<file path="src/design/apbi_pkg.sv">
`timescale 1ns / 1ps
// ----------------------------------------------------------------------------
// apbi_pkg
// Shared constants, codes and the CORDIC arctangent table.
// ----------------------------------------------------------------------------
package apbi_pkg;

  localparam int MAX_PHI_POINTS   = 64;
  localparam int MAX_THETA_POINTS = 64;
  localparam int PIDX_W = $clog2(MAX_PHI_POINTS);
  localparam int TIDX_W = $clog2(MAX_THETA_POINTS);
  localparam int SIDX_W = PIDX_W + TIDX_W;

  localparam logic [1:0] CMD_QUERY  = 2'd0;
  localparam logic [1:0] CMD_PHI    = 2'd1;
  localparam logic [1:0] CMD_THETA  = 2'd2;
  localparam logic [1:0] CMD_SAMPLE = 2'd3;

  localparam logic [1:0] ST_OK      = 2'd0;
  localparam logic [1:0] ST_LOADED  = 2'd1;
  localparam logic [1:0] ST_OUTSIDE = 2'd2;
  localparam logic [1:0] ST_BADIDX  = 2'd3;

  localparam logic [6:0] REG_PHI_COUNT   = 7'd0;
  localparam logic [6:0] REG_THETA_COUNT = 7'd1;

  function automatic logic signed [17:0] atan_lut(input logic [3:0] i);
    logic signed [17:0] r;
    case (i)
      4'd0:    r = 18'sd51472;
      4'd1:    r = 18'sd30386;
      4'd2:    r = 18'sd16055;
      4'd3:    r = 18'sd8150;
      4'd4:    r = 18'sd4091;
      4'd5:    r = 18'sd2047;
      4'd6:    r = 18'sd1024;
      4'd7:    r = 18'sd512;
      4'd8:    r = 18'sd256;
      4'd9:    r = 18'sd128;
      4'd10:   r = 18'sd64;
      4'd11:   r = 18'sd32;
      4'd12:   r = 18'sd16;
      4'd13:   r = 18'sd8;
      4'd14:   r = 18'sd4;
      default: r = 18'sd2;
    endcase
    return r;
  endfunction

endpackage

</file>
<file path="src/design/apbi_cordic.sv">
`timescale 1ns / 1ps
// ----------------------------------------------------------------------------
// apbi_cordic
// Iterative sin/cos of a Q4.16 angle, one rotation per cycle, Q1.16 out.
// ----------------------------------------------------------------------------
module apbi_cordic
  import apbi_pkg::*;
(
  input  logic               clk,
  input  logic               rst,
  input  logic               start,
  input  logic signed [19:0] angle,
  output logic               done,
  output logic signed [17:0] sin_q,
  output logic signed [17:0] cos_q
);

  localparam logic [1:0] C_IDLE = 2'd0;
  localparam logic [1:0] C_RED  = 2'd1;
  localparam logic [1:0] C_ROT  = 2'd2;
  localparam logic [1:0] C_OUT  = 2'd3;

  logic [1:0] state;
  logic [3:0] iter;
  logic signed [21:0] z;
  logic signed [33:0] x, y;
  logic neg;
  logic signed [33:0] xs, ys, xr, yr;
  logic signed [17:0] xc, yc;

  assign xs = x >>> iter;
  assign ys = y >>> iter;
  assign xr = (x + 34'sd8192) >>> 14;
  assign yr = (y + 34'sd8192) >>> 14;
  assign xc = (xr > 34'sd65536) ? 18'sd65536 :
              (xr < -34'sd65536) ? -18'sd65536 : xr[17:0];
  assign yc = (yr > 34'sd65536) ? 18'sd65536 :
              (yr < -34'sd65536) ? -18'sd65536 : yr[17:0];

  always_ff @(posedge clk) begin
    done <= 1'b0;
    if (rst) begin
      state <= C_IDLE;
    end else begin
      case (state)
        C_IDLE: begin
          if (start) begin
            z     <= 22'(angle);
            neg   <= 1'b0;
            state <= C_RED;
          end
        end
        C_RED: begin
          // at most one 2pi step for a 20-bit angle, then the pi fold
          if (z > 22'sd205887) z <= z - 22'sd411775;
          else if (z < -22'sd205887) z <= z + 22'sd411775;
          else begin
            if (z > 22'sd102944) begin
              z <= z - 22'sd205887; neg <= 1'b1;
            end else if (z < -22'sd102944) begin
              z <= z + 22'sd205887; neg <= 1'b1;
            end
            x     <= 34'sd652032874;
            y     <= '0;
            iter  <= '0;
            state <= C_ROT;
          end
        end
        C_ROT: begin
          if (z >= 0) begin
            x <= x - ys; y <= y + xs; z <= z - 22'(atan_lut(iter));
          end else begin
            x <= x + ys; y <= y - xs; z <= z + 22'(atan_lut(iter));
          end
          iter <= iter + 4'd1;
          if (iter == 4'd15) state <= C_OUT;
        end
        C_OUT: begin
          cos_q <= neg ? -xc : xc;
          sin_q <= neg ? -yc : yc;
          done  <= 1'b1;
          state <= C_IDLE;
        end
        default: state <= C_IDLE;
      endcase
    end
  end

endmodule

</file>
<file path="config.mk">
export PLATFORM = sky130hd
export DESIGN_NAME = apbi_cordic
export DESIGN_NICKNAME = d
export VERILOG_FILES = /design/src/design/apbi_pkg.sv /design/src/design/apbi_cordic.sv
export SDC_FILE = /design/constraint.sdc
export NUM_CORES = 1
export LEC_CHECK = 0
export ABC_AREA = 1
export BUFFER_PORTS_ARGS = -buffer_cell sky130_fd_sc_hd__buf_2
export CAP_MARGIN = 25
export CELL_PAD_IN_SITES_DETAIL_PLACEMENT = 0
export CELL_PAD_IN_SITES_GLOBAL_PLACEMENT = 1
export CORE_ASPECT_RATIO = 1.4
export CORE_UTILIZATION = 31
export CTS_CLUSTER_DIAMETER = 40
export DETAILED_ROUTE_END_ITERATION = 16
export PLACE_DENSITY_LB_ADDON = 0.1
export SLEW_MARGIN = 0
export SYNTH_ARGS = -nofsm -noshare
export SYNTH_HDL_FRONTEND = slang
export SYNTH_SLANG_ARGS = --single-unit
</file>
<file path="constraint.sdc">
create_clock -name clk -period 9.15 [get_ports clk]
set_input_delay 1.83 -clock clk [delete_from_list [all_inputs] [get_ports clk]]
set_output_delay 1.83 -clock clk [all_outputs]
set_load 0.005 [all_outputs]
</file>
Word-level counts from Yosys, hierarchy flattened
Memory sizes are Yosys's and may differ from the RTL's. A register that Yosys moved wholly into a read port is not among the register bits.
Index checks and enable logic that the tools add are counted.
{"block": "word_totals", "reg_bits": 134, "latchBits": 0, "ramBits": 0, "romBits": 512, "inputBits": 23, "out_inout_bits": 37, "word_cells": 101, "mem_count": 2}
{"block": "op_classes", "n_addsub": 15, "mul": 0, "div": 0, "order_cmp": 9, "n_eq_ne": 10, "shift": 2, "muxes": 44, "bitwise_logic": 1, "reduce_logical": 9}
{"name": "(name not given)", "words": 16, "width": 16, "read_ports": 1, "rd_clocked_by_memory_dff": 1, "write_ports": 0, "line": "apbi_pkg.sv:29", "text": "case (i)"}
{"name": "(name not given)", "words": 16, "width": 16, "read_ports": 1, "rd_clocked_by_memory_dff": 1, "write_ports": 0, "line": "apbi_pkg.sv:29"}
{"op": "18-bit two-way mux", "n": 12}
{"op": "34-bit two-way mux", "n": 6}
{"op": "34-bit one-hot mux with 2 select lines", "n": 2}
{"op": "22-bit two-way mux", "n": 6}
{"op": "34-bit by 15-bit adder with 34-bit output (second input constant)", "n": 2}
{"op": "34-bit adder", "n": 2}
{"op": "34-bit by 4-bit >>> shifter with 34-bit output", "n": 2}
{"op": "34-bit subtractor", "n": 2}
{"op": "22-bit one-hot mux with 3 select lines", "n": 1}
{"op": "20-bit by 18-bit > comparator with 1-bit output (second input constant)", "n": 2}
{"op": "20-bit by 17-bit less-than comparator with 1-bit output (second input constant)", "n": 2}
{"op": "18-bit negator", "n": 2}
{"op": "22-bit by 18-bit adder with 22-bit output", "n": 1}
{"op": "22-bit by 19-bit adder with 22-bit output (second input constant)", "n": 1}
{"op": "22-bit by 20-bit adder with 22-bit output (second input constant)", "n": 1}
{"op": "22-bit by 1-bit greater-or-equal comparator with 1-bit output (second input constant)", "n": 1}
{"op": "22-bit by 18-bit > comparator with 1-bit output (second input constant)", "n": 1}
{"op": "22-bit by 19-bit > comparator with 1-bit output (second input constant)", "n": 1}
{"op": "22-bit by 18-bit less-than comparator with 1-bit output (second input constant)", "n": 1}
{"op": "22-bit by 19-bit less-than comparator with 1-bit output (second input constant)", "n": 1}
{"op": "22-bit by 18-bit subtractor with 22-bit output", "n": 1}
{"op": "22-bit by 19-bit subtractor with 22-bit output (second input constant)", "n": 1}
{"op": "22-bit by 20-bit subtractor with 22-bit output (second input constant)", "n": 1}
{"op": "4-bit two-way mux", "n": 4}
{"op": "other kinds (19)", "n": 34}

Logic depth before layout (Yosys ltp)
{"block": "logic_depth", "ltp_word": 7, "ltp_mapped": 33, "depth_no_buf": 31}

Least setup slack after synthesis
No wires, ideal clock.
{"block": "synth_timing", "kind": "in2reg", "startpoint": "in rst", "endpoint": "reg with a tool-made name", "setup_time_ns": 0.069, "t_arrival_ns": 4.758, "required_time_ns": 9.081, "setup_slack_ns": 4.323, "stages": 9, "n_path_buf": 0, "cell_sequence": "inv_1 > o211ai_4 > inv_1 > o21ai_0 > inv_1 > ha_1 > inv_1 > nor2_1 > o21ai_1"}
{"item": "start: declaration", "line": "apbi_cordic.sv:10", "text": "input logic rst,"}

Final worst setup path
{"block": "layout_timing", "startpoint": "reg iter[0]", "endpoint": "reg x[31] (data pin)"}
{"block": "layout_via", "elab_chain_cells": 4, "elab_cells_between_ends": 5, "classes_between": "add/sub (2); shift (1); mux (2)"}
{"item": "start: declaration", "line": "apbi_cordic.sv:24", "text": "logic [3:0] iter;"}
{"item": "start signal: assignment", "line": "apbi_cordic.sv:75", "text": "iter <= iter + 4'd1;"}
{"item": "34-bit by 4-bit >>> shifter with 34-bit output (*)", "line": "apbi_cordic.sv:32", "text": "assign ys = y >>> iter;"}
{"item": "34-bit adder or 34-bit subtractor (tied branches)", "line": "apbi_cordic.sv:73, apbi_cordic.sv:71"}
{"item": "34-bit two-way mux (*)", "line": "apbi_cordic.sv:70", "text": "if (z >= 0) begin"}
{"item": "34-bit one-hot mux with 2 select lines (*)", "line": "apbi_cordic.sv:45", "text": "case (state)"}
{"item": "end signal: assignment", "line": "apbi_cordic.sv:71", "text": "x <= x - ys; y <= y + xs; z <= z - 22'(atan_lut(iter));"}
{"item": "end signal: assignment", "line": "apbi_cordic.sv:73", "text": "x <= x + ys; y <= y - xs; z <= z + 22'(atan_lut(iter));"}
{"item": "end: declaration", "line": "apbi_cordic.sv:26", "text": "logic signed [33:0] x, y;"}
Mark *: on every way between the ends. The rest lies on a longest branch, timed or not.
A chain may end at the register's enable or synchronous reset.

==> impl_metrics.tcl <==
set metrics [dict create \
    status "completed" \
    drcViolationCount 0 \
    finalCritPeriodShare_pct 61.8 \
    first_pass_iters 6 \
    wl_mm 82.9 \
    seq_area_mm2 0.00431 \
    place_congestion 0.903 \
    hold_violations 0 \
    seq_area_frac_synth_pct 20.5 \
    arrival_ns 5.91 \
    grt_pass1_wl_mm 128 \
    grt_usage_pct 24.1 \
    area_delta_synth_final_pct 7.40 \
    fillCellCount 7532 \
    worstReg2RegStart "iter[0]" \
    clkLatencyLatePin_ns 0.50 \
    finalSetupViolCount 0 \
    tns_ns 0 \
    synth-edff-count 131 \
    startpoint_type "flop" \
    first_global_vias 22100 \
    portBuffers 59 \
    syn-num-nets 3651 \
    cts_tree "done" \
    drt-initial-drc-count 1548 \
    io-pin-count 60 \
    min_path_type "flop to flop" \
    fin_nets 3633 \
    postRouteAntennaNets 0 \
    initial_core_util_pct 31.4 \
    ys_top_cells_by_area "nand2_1 19%, edfxtp_1 19%, nand3_1 7.0%" \
    via_count 22700 \
    die_h_um 310 \
    synthDistinctLibCells 64 \
    clockBufferDepth 2 \
    final-instance-count-excl-fill 4365 \
    end_kind "flop" \
    viasPerCell 5.21 \
    syn_area_mm2 0.0210 \
    relSlewSlack_pct 37.0 \
    async_reset_ff_share_pct 0 \
    overflow 0 \
    drv_cap 0 \
    cts_root_buf "clkbuf_16" \
    die_w_um 222 \
    cts_resized 0 \
    netlist_instances 3515 \
    yosysTopAreaCellShare_pct 19.1 \
    synth_area_per_cell_um2 5.98 \
    numCtsBuffers 17 \
    core-area_mm2 0.0668 \
    slew_viol_final 0 \
    dpl.hpwl_mm 67.1 \
    n_antenna_cell 0 \
    min_from "state[1]" \
    final.min_clock_period_ns 5.65 \
    met3_length_mm 2.22 \
    ys_ff_latch 150 \
    synth_ff_type "edfxtp_1" \
    max_freq_ghz 0.177 \
    fin_worst_skew_ns 0.0177 \
    cts_setup_buffers 0 \
    wl_met1_mm 32.0 \
    worst_slew_pin_slew_ns 0.943 \
    dieArea_mm2 0.0689 \
    worstSetupPathType "flop to flop" \
    rsz0062_at_grt "no" \
    wire_per_inst_um 19.0 \
    cts_max_level 4 \
    worst_ep_required_time_ns 9.41 \
    yosysTopAreaCell "nand2_1" \
    rows 112 \
    yosys_warnings 0 \
    wl_met2_mm 45.0 \
    grt_max_degree 74 \
    multiInputGateArea_mm2 0.0146 \
    antenna_found_initial 2 \
    crit_start "iter[0]" \
    clk_pin_slew_ns 0.07 \
    highest_layer "met5" \
    holdBufCountCts 0 \
    rrSetupSlack_ns 3.50 \
    layout-drive-gt1-share_pct 6.87 \
    placed_cells 4332 \
    crit_fanout 62 \
    cts_sinks 150 \
]
==> layer usage <==
| layer | global-route usage, % | vias up |
|---|---|---|
| li1 | - | 11600 |
| met1 | 25.0 | 10500 |
| met2 | 48.0 | 519 |
| met3 | 2.26 | 158 |
| met4 | 11.5 | 4 |
| met5 | 0 | - |
==> worst max-delay path: stages (launching register included) <==
cell and delay [ns]:
edfxtp_1 0.35, buf_4 0.48, inv_4 0.31, o21ai_0 0.50, nand2_1 0.13, nand3_1 0.09
nand3_1 0.09, o21ai_1 0.28, ha_1 0.25, inv_1 0.05, nor3_2 0.23, nand2_1 0.18
nand2_1 0.11, xor2_1 0.08, ha_1 0.38, nand2_1 0.13, nor2_1 0.18, nand4_1 0.16
o21ai_0 0.29, inv_1 0.13, o21ai_0 0.30, a21oi_1 0.15, inv_1 0.16, nand4_1 0.14
a21oi_1 0.17, nor2_1 0.06
==> metrics by stage <==
| step | worst slack, ns | instance area (um^2) | hold slack [ns] | util (%) |
|---|---|---|---|---|
| after floorplan | 4.32 | 21000 | 0.528 | - |
| after global placement | 3.51 | 21900 | 0.583 | 32.8 |
| after detailed placement | 3.49 | 22000 | 0.593 | 32.9 |
| after CTS | 3.47 | 22600 | 0.603 | 33.7 |
| after global routing | 2.85 | 22600 | 0.642 | 33.8 |
| final | 3.50 | 22600 | 0.605 | 33.8 |
==> layout make-up <==
cell class                      count  share of cell area [%]
Clock buffer                       25                    2.39
Clock inverter                      7                   0.244
Multi-Input combinational cell   2863                    64.8
Tap cell                          855                    4.74
Timing Repair Buffer               85                    2.35
Sequential cell                   150                    19.1
Inverter                          380                    6.33
==> synth_stat cells (all sizes together) (4+ instances only) <==
cell,count
nand2,1093
nor2,404
inv,379
o21ai,319
nand3,298
a21oi,250
edfxtp,131
ha,110
xor2,103
buf,84
nor3,46
clkbuf,38
nand4,32
a31oi,28
xnor2,25
o211ai,20
or2,20
dfxtp,19
o21a,17
a21o,14
a21boi,11
and2,11
nand3b,11
nor4,10
o21bai,7
mux2i,6
a211oi,4
==> final timing paths <==
path / endpoint / cells after the start
worst max register to register: x[31] / 25
worst max-delay path: x[31] / 25
worst min-delay path: state[1] / 2
worst min register to register: state[1] / 2
==> cells in the final DEF, fill, tap and decap left out, types with 10 or more instances in the layout <==
master	synthesis	final
nand2_1	1071	1071
nor2_1	372	371
inv_1	363	361
nand3_1	295	295
a21oi_1	246	246
o21ai_0	225	225
edfxtp_1	131	131
ha_1	110	109
xor2_1	101	101
o21ai_1	75	75
buf_2	32	59
nor3_1	38	38
nand4_1	31	31
a31oi_1	28	28
xnor2_1	25	25
buf_4	14	23
nor2_2	22	22
nand2_2	22	22
o211ai_1	19	19
dfxtp_1	19	19
clkbuf_16	0	19
o21ai_2	18	18
inv_2	15	17
o21a_1	17	17
a21o_1	14	14
or2_2	12	12
nand3b_1	11	11
and2_1	10	10
nor2_4	9	10
nor4_1	10	10
==> cell families (layout without fill, tap and decap cells) <==
group           count (synthesis)  after routing  synth area share, %
buf+inv                       502            497                 9.88
fa+ha+maj                     113            113                 6.83
simple gates                 1929           1929                 38.8
compound gates                687            687                 18.2
flops                         150            150                 20.5
mux                             6              6                0.345
xor+xnor                      128            128                 5.40
Power is not shown: default switching activity piles up to over one toggle a cycle in this logic, so the estimate is an artifact.
