File: src/design/apbi_pkg.sv
`timescale 1ns / 1ps
// ----------------------------------------------------------------------------
// apbi_pkg
// Shared constants, codes and the CORDIC arctangent table.
// ----------------------------------------------------------------------------
package apbi_pkg;

  localparam int MAX_PHI_POINTS   = 64;
  localparam int MAX_THETA_POINTS = 64;
  localparam int PIDX_W = $clog2(MAX_PHI_POINTS);
  localparam int TIDX_W = $clog2(MAX_THETA_POINTS);
  localparam int SIDX_W = PIDX_W + TIDX_W;

  localparam logic [1:0] CMD_QUERY  = 2'd0;
  localparam logic [1:0] CMD_PHI    = 2'd1;
  localparam logic [1:0] CMD_THETA  = 2'd2;
  localparam logic [1:0] CMD_SAMPLE = 2'd3;

  localparam logic [1:0] ST_OK      = 2'd0;
  localparam logic [1:0] ST_LOADED  = 2'd1;
  localparam logic [1:0] ST_OUTSIDE = 2'd2;
  localparam logic [1:0] ST_BADIDX  = 2'd3;

  localparam logic [6:0] REG_PHI_COUNT   = 7'd0;
  localparam logic [6:0] REG_THETA_COUNT = 7'd1;

  function automatic logic signed [17:0] atan_lut(input logic [3:0] i);
    logic signed [17:0] r;
    case (i)
      4'd0:    r = 18'sd51472;
      4'd1:    r = 18'sd30386;
      4'd2:    r = 18'sd16055;
      4'd3:    r = 18'sd8150;
      4'd4:    r = 18'sd4091;
      4'd5:    r = 18'sd2047;
      4'd6:    r = 18'sd1024;
      4'd7:    r = 18'sd512;
      4'd8:    r = 18'sd256;
      4'd9:    r = 18'sd128;
      4'd10:   r = 18'sd64;
      4'd11:   r = 18'sd32;
      4'd12:   r = 18'sd16;
      4'd13:   r = 18'sd8;
      4'd14:   r = 18'sd4;
      default: r = 18'sd2;
    endcase
    return r;
  endfunction

endpackage

File: src/design/apbi_divider.sv
`timescale 1ns / 1ps
// ----------------------------------------------------------------------------
// apbi_divider
// Restoring divider for the Q0.16 fraction: (num << 16) / den, 16 steps.
// ----------------------------------------------------------------------------
module apbi_divider
  import apbi_pkg::*;
(
  input  logic        clk,
  input  logic        rst,
  input  logic        start,
  input  logic [20:0] num,
  input  logic [20:0] den,
  output logic        done,
  output logic [15:0] quo
);

  logic        busy;
  logic [4:0]  cnt;
  logic [21:0] rem;
  logic [20:0] dreg;
  logic [15:0] q;
  logic [21:0] trial;

  // num < den always holds for a valid bracket, so the quotient fits 16 bits
  assign trial = {rem[20:0], 1'b0};

  always_ff @(posedge clk) begin
    done <= 1'b0;
    if (rst) begin
      busy <= 1'b0;
    end else if (start) begin
      busy <= 1'b1;
      rem  <= {1'b0, num};
      dreg <= den;
      cnt  <= '0;
      q    <= '0;
    end else if (busy) begin
      if (trial >= {1'b0, dreg}) begin
        rem <= trial - {1'b0, dreg};
        q   <= {q[14:0], 1'b1};
      end else begin
        rem <= trial;
        q   <= {q[14:0], 1'b0};
      end
      cnt <= cnt + 5'd1;
      if (cnt == 5'd15) begin
        busy <= 1'b0;
        done <= 1'b1;
      end
    end
  end

  always_comb quo = q;

endmodule

File: config.mk
export PLATFORM = sky130hd
export DESIGN_NAME = apbi_divider
export DESIGN_NICKNAME = d
export VERILOG_FILES = /design/src/design/apbi_pkg.sv /design/src/design/apbi_divider.sv
export SDC_FILE = /design/constraint.sdc
export NUM_CORES = 1
export LEC_CHECK = 0
export BUFFER_PORTS_ARGS = -buffer_cell sky130_fd_sc_hd__clkbuf_2
export CAP_MARGIN = 10
export CORE_ASPECT_RATIO = 0.8
export CORE_UTILIZATION = 33
export CTS_CLUSTER_DIAMETER = 150
export DETAILED_ROUTE_END_ITERATION = 10
export PLACE_DENSITY = 0.53
export SETUP_SLACK_MARGIN = 0.2
export SYNTH_ARGS = -nofsm -noshare
export SYNTH_HDL_FRONTEND = slang
export SYNTH_SLANG_ARGS = --single-unit
File: constraint.sdc
create_clock -name clk -period 4.91 [get_ports clk]
set_input_delay 0.2455 -clock clk [delete_from_list [all_inputs] [get_ports clk]]
set_output_delay 0.2455 -clock clk [all_outputs]
set_load 0.005 [all_outputs]
## Word-level counts from Yosys, hierarchy flattened

Index checks and enable logic that the tools add are counted.

- Input port bits: 45
- Register bits: 65
- Output and inout bits: 17
- Logic and storage cells: 26

- Order comparisons: 1
- Bitwise logic cells: 2
- $add $sub $neg: 2
- Multiplexer cells: 10
- Reduce and logical (&&, ||, !) cells: 4
- Eq/ne operators: 1

Operators by type and width:

| operator | number |
|---|---|
| $mux W21 | 3 |
| $ge A22 B21 Y1 | 1 |
| $sub A21 B21 Y21 | 1 |
| $mux W16 | 1 |
| $add A5 B1 Y5 const B | 1 |
| $eq A5 B4 Y1 const B | 1 |
| $mux W1 | 5 |
| $mux W5 | 1 |
| $reduce_and A2 Y1 | 2 |
| $reduce_or A3 Y1 | 1 |
| $not A1 Y1 | 2 |
| $reduce_bool A2 Y1 | 1 |

## Longest topological paths before layout

Gate-level depths: netlist of run 1.

- Depth in word-level cells: 4
- Mapped depth: 12
- Gate-level depth less buffers: 10

## Worst setup path after synthesis of run 1

Ideal clock, no wire load.

- Path kind: input -> register
- From: in start
- To: reg cnt[0], enable pin
- Data arrival time: 2,557 ps
- Buffers on the path: 2
- Stages: 4
- Setup slack: 1,911 ps
- Setup time: 441 ps
- Required time: 4,469 ps
- Cells stage by stage: buf_2 > clkbuf_1 > nor2_1 > nor2_1

- Word-level cells in the longest chain between the ends: 2

RTL lines:

| what | line | source |
|---|---|---|
| start, declared | apbi_divider.sv:11 | `input logic start,` |
| $reduce_bool A2 Y1 (no line) | - |  |
| $reduce_and A2 Y1 (no line) | - |  |
| end signal, assigned | apbi_divider.sv:46 | `cnt <= cnt + 5'd1;` |
| end, declared | apbi_divider.sv:19 | `logic [4:0] cnt;` |

No other way between the ends.
A chain may end at the register's enable or synchronous reset.

## Worst setup path after layout of run 1

- From: reg rem[16]
- To: reg rem[8] (data pin)

- Word-level cells in the longest chain between the ends: 4

RTL lines:

| what | line | source |
|---|---|---|
| start, declared | apbi_divider.sv:20 | `logic [21:0] rem;` |
| start signal, assigned | apbi_divider.sv:34 | `rem <= {1'b0, num};` |
| start signal, assigned | apbi_divider.sv:40 | `rem <= trial - {1'b0, dreg};` |
| start signal, assigned | apbi_divider.sv:43 | `rem <= trial;` |
| $ge A22 B21 Y1 | apbi_divider.sv:39 | `if (trial >= {1'b0, dreg}) begin` |
| $mux W21 | apbi_divider.sv:39 |  |
| $mux W21 | apbi_divider.sv:38 | `end else if (busy) begin` |
| $mux W21 | apbi_divider.sv:32 | `end else if (start) begin` |

No other way between the ends. The select of a mux whose other input is x is not followed.

==> impl_metrics.ini, run 1 <==
[placement]
hpwlAfterDp_microns = 6240
io_buffers = 61
dp.cells = 557
place_area_sq_mm = 0.00426
pre_cts_ws_ns = 1.87
gp_congestion = 0.859

[clock_tree]
htree_levels = 3
clkSinkCount = 65
cts_hold_buf = 0
clk_latency_ns = 0.33
postCtsSetupBuffers = 0
numCtsBuffers = 9
cts_root_buffer = clkbuf_16
cts_tree = built
cts_buffer_depth = 2
cts_resized = 0
clk_pin_slew_ns = 0.06

[power]
leakagePower_nw = 1.87
power_per_cell_area_mw_per_mm2 = 368
ir_drop_mv = 0.162
power_mw = 1.67

[timing]
hold_viol_final = 0
rsz0062_at_grt = no
worst_slack_ns = 1.85
finalCriticalPeriod_ns = 3.06
skew_ns = 0.00432
slew_viol_final = 0
setup_tns_ns = 0
whs_ns = 0.0842
worstMarginPinSlew_ns = 0.765
fmax_mhz = 327
finalCritPeriodShare_pct = 62.2
setup_violations = 0
maxSlewHeadroom_pct = 48.9

[layout]
regArea_sq_mm = 0.00193
area_delta_synth_final_pct = 18.5
multiInputGateArea_sq_mm = 0.00170
drive_gt1_share_pct = 21.0
utilization_pct = 40.9
finalNonFillerCells = 573
design_area_sq_mm = 0.00455
nNetsFinal = 493
antenna_cells = 0
num-fill-cells = 1110

[setup_path]
crit_type = register to register
reg2reg_slack_ns = 1.85
required_ns = 4.99
worstPathMaxFanout = 31
r2r_cells = 8
end_kind = register
cp-start-kind = register
arrival_ns = 3.14

[logic_synthesis]
yosysWarnings = 0
synth_cell_types = 52
synth-edff-count = 63
synth_area_per_cell_sq_um = 10.5
yosysSeqAreaShare_pct = 50.3
mappedNetlistArea_sq_mm = 0.00384
async_flop_share_pct = 0
syn_nets = 434
synth-main-ff-cell = edfxtp_1
netlist_instances = 365
ys_ff_latch = 65

[global_route]
overflow = 0
grt_pass1_vias = 2809
grt_start_max_net_pins = 56
grt_pass1_wl_microns = 14200
antenna_found_initial = 0
grt.total_usage_pct = 15.3

[routing]
wl_microns = 8750
drt_pass1_iterations = 4
route.detailed.drc = 0
vias_per_cell = 5.07
final_antenna_net_count = 0
wl_per_cell_microns = 15.3
route.vias.total = 2903
drt_iter0_markers = 186

[die]
die_w_microns = 123
coreArea_sq_mm = 0.0111
num_rows = 34
start_util_pct = 34.6
die_y_microns = 98.5
dieArea_sq_mm = 0.0121
ios = 62

[hold_path]
hp-class = primary input to register
hold_depth = 1

[run_status]
outcome = completed

[run]
drv_cap = 0
## power breakdown
part	internal, mW	total, mW	switching (mW)
registers	0.666	0.686	0.0202
logic	0.152	0.368	0.216
clock network	0.386	0.620	0.234
total	1.20	1.67	0.470
## state kept, by name, indices dropped and copies added (netlist names)
name / cells
dreg: 21
quo: 16
cnt: 5
done: 1
busy: 1
rem: 21
## worst paths after layout
| check | from | endpoint |
|---|---|---|
| setup / recovery | rem[16] | rem[8] |
| hold / removal | den[12] | dreg[12] |
| setup reg to reg | rem[16] | rem[8] |
| hold reg to reg | busy | done |
## cell families after synthesis
| kind of cell | Yosys count | synth area share (%) |
|---|---|---|
| fa+ha+maj | 24 | 8.02 |
| flops | 65 | 50.3 |
| mux | 3 | 0.815 |
| simple gates | 122 | 16.0 |
| compound gates | 87 | 15.3 |
| buf+inv | 47 | 5.64 |
| xor+xnor | 17 | 3.88 |
## final cells by class
| cell class | instances | area share, % |
|---|---|---|
| Multi-Input combinational cell | 253 | 37.4 |
| Clock inverter | 7 | 1.35 |
| Timing Repair Buffer | 65 | 7.38 |
| Sequential cell | 65 | 42.5 |
| Tap cell | 144 | 3.96 |
| Inverter | 30 | 2.48 |
| Clock buffer | 9 | 4.95 |
## Yosys cell counts (5+ instances only)
cell / instances / area share, %
edfxtp_1: 63 / 49
nand2_1: 32 / 3.1
inv_1: 29 / 2.8
ha_1: 23 / 7.5
a21oi_1: 22 / 2.9
nand3_1: 21 / 2.7
nor2_1: 20 / 2.0
nor2b_1: 16 / 2.6
o21ai_0: 13 / 1.7
xor2_1: 9 / 2.1
xnor2_1: 8 / 1.8
clkbuf_1: 7 / 0.68
a21o_1: 6 / 1.2
a31oi_1: 6 / 0.98
and3_1: 5 / 0.82
buf_2: 5 / 0.65
nand2b_1: 5 / 0.82
o211ai_1: 5 / 0.98
o311ai_0: 5 / 1.1
## worst max-delay path, stage by stage, from the launching register on
cell	delay, ns
edfxtp_1	0.39
ha_1	0.43
a21o_1	0.26
a31oi_1	0.15
o21ai_1	0.07
a211o_1	0.36
nor2_4	0.59
nor2_1	0.21
a221o_1	0.33
## layer usage
metal  vias up  share of wire [%]  global-route usage, %
li1       1456                  -                      -
met1      1372                 51                   22.4
met2        66                 43                   21.6
met3         9                5.2                   4.75
met4         0               0.90                   4.41
met5         -                  0                      0
## layout by cell type (no fill, tap or decap), types with 4 or more instances in the layout
cell type / Yosys / routed
inv_1: 29 / 29
clkinv_1: 1 / 4
a31oi_1: 6 / 6
or3_1: 4 / 4
a21o_1: 6 / 6
nor3_1: 4 / 4
o21ai_1: 4 / 4
nand2_1: 32 / 32
o21ai_0: 13 / 13
nor2_1: 20 / 18
o311ai_0: 5 / 5
nand3_1: 21 / 21
and3_1: 5 / 5
clkbuf_2: 0 / 61
nand2b_1: 5 / 5
nor2b_1: 16 / 16
a21oi_1: 22 / 22
ha_1: 23 / 23
o211ai_1: 5 / 5
buf_4: 1 / 4
xnor2_1: 8 / 8
edfxtp_1: 63 / 63
clkbuf_16: 0 / 9
xor2_1: 9 / 9
and2_1: 4 / 4
No activity file was read; power rests on OpenSTA's default activity.
==> inputs of run 2 (changes only) <==
clock period = 3 ns   (was 4.91 ns; I/O delays follow)
==> impl_metrics.ini, run 2 (synthesized netlist as in run 1, its figures left out) <==
[routing]
route.detailed.drc = 0
route.vias.total = 3009
drt_pass1_iterations = 4
drt_iter0_markers = 115
final_antenna_net_count = 0
vias_per_cell = 5.00
wl_microns = 9020
wl_per_cell_microns = 15.0

[hold_path]
hp-class = primary input to register
hold_depth = 2
hp-start = rst
hold-path-endpoint = busy

[setup_path]
r2r_start = rem[0]
r2r_cells = 9
slowest_stage = fa_1
cp-start-kind = register
end_kind = register
crit_family = compound AO/OA/AOI/OAI gates
max_stage_delay_ns = 0.45
arrival_ns = 2.74
reg2reg_slack_ns = 0.34
cp.buffers_inverters = 1
crit_chain = inv_1 > fa_1 > nand2b_1 > a21oi_2 > o21ai_1 > a31oi_4 > nor2_2 > and3_1 > a221o_1
worstPathMaxFanout = 10
required_ns = 3.08
crit_type = register to register
reg2reg_to = rem[8]

[global_route]
grt.total_usage_pct = 15.7
antenna_found_initial = 0
overflow = 0
gr-usage-met3_pct = 5.21
grt_use_met2_pct = 24.6
grt_start_max_net_pins = 39
busiest_layer = met2
grt_pass1_vias = 2904
met1_usage_pct = 20.8
grt_pass1_wl_microns = 14300

[timing]
fmax_mhz = 376
setup_tns_ns = 0
setup_violations = 0
hold_viol_final = 0
whs_ns = 0.0773
finalCriticalPeriod_ns = 2.66
slew_viol_final = 0
worstMarginPinSlew_ns = 0.522
finalCritPeriodShare_pct = 88.6
skew_ns = 0.00632
maxSlewHeadroom_pct = 64.9
rsz0062_at_grt = no

[layout]
design_area_sq_mm = 0.00489
area_delta_synth_final_pct = 27.4
num-fill-cells = 1085
drive_gt1_share_pct = 22.7
final_common_cell = edfxtp_1
most-common-layout-cells = edfxtp_1 (63), clkbuf_2 (61), nand2_1 (32)
nNetsFinal = 522
antenna_cells = 0

[power]
internal_power_mw = 2.15
clkPwrFrac_pct = 39.5
seq_power_share_pct = 38.2
power_per_cell_area_mw_per_mm2 = 601
switching_power_mw = 0.791
ir_drop_mv = 0.233
swShare_pct = 26.9
combPwrFrac_pct = 22.3
leakagePower_nw = 2.03

[die]
ios = 62
start_util_pct = 34.6
coreArea_sq_mm = 0.0111
die_w_microns = 123
num_rows = 34
die_y_microns = 98.5
dieArea_sq_mm = 0.0121

[clock_tree]
numCtsBuffers = 9
cts_tree = built
cts_buffer_depth = 2
clkSinkCount = 65
clk_latency_ns = 0.34
cts_root_buffer = clkbuf_16
clk_pin_slew_ns = 0.06
htree_levels = 3

[run_status]
outcome = completed

[placement]
place_area_sq_mm = 0.00432
io_buffers = 61
hpwlAfterDp_microns = 6370
gp_congestion = 0.896

[run]
drv_cap = 0
## run 2: changes by cell type in the layout (fill, tap and decap cells not counted), sizes merged
| cell | previous run | this run |
|---|---|---|
| dlygate4sd3 | 0 | 21 |
| buf | 4 | 11 |
| clkbuf | 70 | 72 |
| clkinv | 5 | 3 |
| bufinv | 1 | 2 |
| clkinvlp | 2 | 1 |
| nor2 | 21 | 22 |
## run 2: cell type report
class | count | area (sq um) | area share [%]
timing repair buffer | 93 | 611 | 12.5
tap | 144 | 180 | 3.68
multi-input combinational | 254 | 1720 | 35.3
clock inverter | 5 | 77.6 | 1.59
clock buffer | 11 | 253 | 5.17
sequential | 65 | 1930 | 39.5
inverter | 30 | 113 | 2.30
## run 2: timing repair
| item | CTS | global route |
|---|---|---|
| setup buffers | 0 | 1 |
| endpoints found under the setup margin | 1 | 20 |
| hold buffers | 21 | 0 |
| pin swaps | 0 | 1 |
| hold endpoints to repair | 21 | 0 |
| resized for setup | 1 | 5 |
| cloned | 0 | 1 |
## run 2: worst max-delay path by stage
stage | start | end | slack [ns] | cells past startpoint
floorplan | rem[2] | rem[17] | 0.58 | 8
global placement | rem[0] | rem[1] | 0.27 | 9
detailed placement | rem[0] | rem[1] | 0.19 | 9
CTS | rem[6] | rem[8] | 0.22 | 8
global route | rem[0] | rem[8] | 0.19 | 9
finish | rem[0] | rem[8] | 0.34 | 9
## run 2: metrics by stage
stage | setup slack [ns] | power, mW | cells | utilization [%]
floorplan | 0.581 | 1.60 | 365 | -
global placement | 0.266 | 1.75 | 563 | 38.9
detailed placement | 0.188 | 1.76 | 563 | 38.9
CTS | 0.223 | 2.96 | 600 | 43.8
global route | 0.191 | 3.09 | 602 | 44.0
finish | 0.342 | 2.94 | 602 | 44.0
## run 2: per-layer routing
layer  part of all wire [%]  up-vias
li1                       -     1510
met1                     48     1435
met2                     46       58
met3                    4.6        6
met4                   0.70        0
met5                      0        -
## run 2: power groups by stage
stage          clock network, mW  logic, mW  registers (mW)
5_1_grt                     1.23      0.734            1.13
6_report                    1.16      0.655            1.12
4_1_cts                     1.19      0.645            1.12
3_5_place_dp                   0      0.616            1.14
3_3_place_gp                   0      0.614            1.14
2_1_floorplan                  0      0.463            1.13
==> inputs of run 3 (changes only) <==
CTS_BUF_LIST = sky130_fd_sc_hd__clkbuf_4   (was not set)
clock period = 3.35 ns   (was 3 ns; I/O delays follow)
==> impl_metrics.ini, run 3 (synthesized netlist as in run 1, its figures left out) <==
[clock_tree]
numCtsBuffers = 9
clk_pin_slew_ns = 0.11
htree_levels = 3
cts_resized = 0
cts_tree = built
cts_buffer_depth = 2
postCtsSetupBuffers = 0
clk_latency_ns = 0.44
clkSinkCount = 65
cts_root_buffer = clkbuf_4

[die]
ios = 62
coreArea_sq_mm = 0.0111
start_util_pct = 34.6
dieArea_sq_mm = 0.0121
die_y_microns = 98.5
num_rows = 34
die_w_microns = 123

[layout]
finalNonFillerCells = 597
nNetsFinal = 518
most-common-layout-cells = edfxtp_1 (63), clkbuf_2 (61), nand2_1 (32)
final_common_cell = edfxtp_1
area_delta_synth_final_pct = 20.0
num-fill-cells = 1084
drive_gt1_share_pct = 20.8
antenna_cells = 0

[routing]
wl_per_cell_microns = 15.1
wl_microns = 9000
final_antenna_net_count = 0
route.detailed.drc = 0
vias_per_cell = 5.00
drt_iter0_markers = 155
route.vias.total = 2986
drt_pass1_iterations = 4

[placement]
gp_congestion = 0.872
hpwlAfterDp_microns = 6180
pre_cts_ws_ns = 0.320
io_buffers = 61
dp.cells = 559

[timing]
finalCriticalPeriod_ns = 3.00
fmax_mhz = 333
maxSlewHeadroom_pct = 44.1
skew_ns = 0.0112
finalCritPeriodShare_pct = 89.6
hold_viol_final = 0
setup_tns_ns = 0
setup_violations = 0
worstMarginPinSlew_ns = 0.837
worst_slack_ns = 0.349
rsz0062_at_grt = yes
slew_viol_final = 0

[power]
internal_power_mw = 1.38
swShare_pct = 32.0
switching_power_mw = 0.648
power_per_cell_area_mw_per_mm2 = 440
combPwrFrac_pct = 28.1
leakagePower_nw = 1.90
seq_power_share_pct = 49.5
ir_drop_mv = 0.163
clkPwrFrac_pct = 22.4

[setup_path]
worstPathMaxFanout = 7
arrival_ns = 3.18
end_kind = register
reg2reg_to = rem[5]
reg2reg_slack_ns = 0.35
required_ns = 3.52
r2r_start = rem[0]
crit_type = register to register
cp-start-kind = register
r2r_cells = 9

[global_route]
grt_use_met2_pct = 21.7
overflow = 0
antenna_found_initial = 0
gr-usage-met3_pct = 4.57
met1_usage_pct = 22.4
grt_pass1_wl_microns = 14000
grt.total_usage_pct = 15.4
grt_pass1_vias = 2870
grt_start_max_net_pins = 32
busiest_layer = met1

[hold_path]
hold_depth = 3
hp-class = primary input to register
hold-path-endpoint = rem[0]
hp-start = num[0]

[run]
drv_cap = 0

[run_status]
outcome = completed
==> run 3: area by class of cell <==
cell class | count | area [sq um] | area share, %
Timing Repair Buffer | 89 | 571 | 12.4
Inverter | 30 | 113 | 2.45
Clock buffer | 11 | 82.6 | 1.79
Tap cell | 144 | 180 | 3.91
Sequential cell | 65 | 1930 | 42.0
Multi-Input combinational cell | 254 | 1710 | 37.0
Clock inverter | 4 | 21.3 | 0.462
==> run 3: layer usage <==
layer | wire, microns | vias to the layer above | part of all wire [%]
met5 | 0 | - | 0
met4 | 87 | 0 | 0.97
met3 | 386 | 8 | 4.3
met2 | 3760 | 61 | 42
met1 | 4770 | 1413 | 53
li1 | - | 1504 | -
==> run 3: worst max-delay path by stage <==
stage / from / to / slack (ns) / cells past startpoint
6_report: rem[0] / rem[5] / 0.35 / 9
5_1_grt: rem[0] / rem[5] / 0.20 / 9
4_1_cts: rem[16] / rem[16] / 0.29 / 8
3_5_place_dp: rem[16] / rem[16] / 0.32 / 8
3_3_place_gp: rem[16] / rem[16] / 0.38 / 8
2_1_floorplan: start / cnt[0] / 0.43 / 4
==> run 3: power groups by stage <==
stage                     Sequential, mW  Combinational, mW  Clock, mW
after floorplan                     1.02              0.415          0
after global placement              1.02              0.538          0
after detailed placement            1.02              0.541          0
after CTS                           1.00              0.564      0.475
after global routing                1.01              0.638      0.501
final                               1.00              0.570      0.454
==> run 3: through the flow <==
step	total power, mW	area, sq um	hold WS [ns]	util, %
final	2.03	4600	0.0216	41.5
after global routing	2.15	4600	0.0106	41.5
after CTS	2.04	4600	0.00231	41.4
after detailed placement	1.56	4270	0.347	38.5
after global placement	1.56	4270	0.346	38.5
after floorplan	1.43	3840	0.240	-
==> run 3: critical path, stage by stage, from the launching register on <==
cell      delay, ns
edfxtp_1       0.42
inv_1          0.08
fa_1           0.45
nand2b_1       0.18
a21oi_1        0.26
o21ai_1        0.18
a31oi_2        0.36
or2_1          0.44
mux2i_1        0.27
a21oi_1        0.09
==> run 3: what timing repair did <==
action | CTS | global route
hold endpoints to repair | 23 | 0
setup endpoints to repair | 0 | 3
hold buffers | 22 | 0
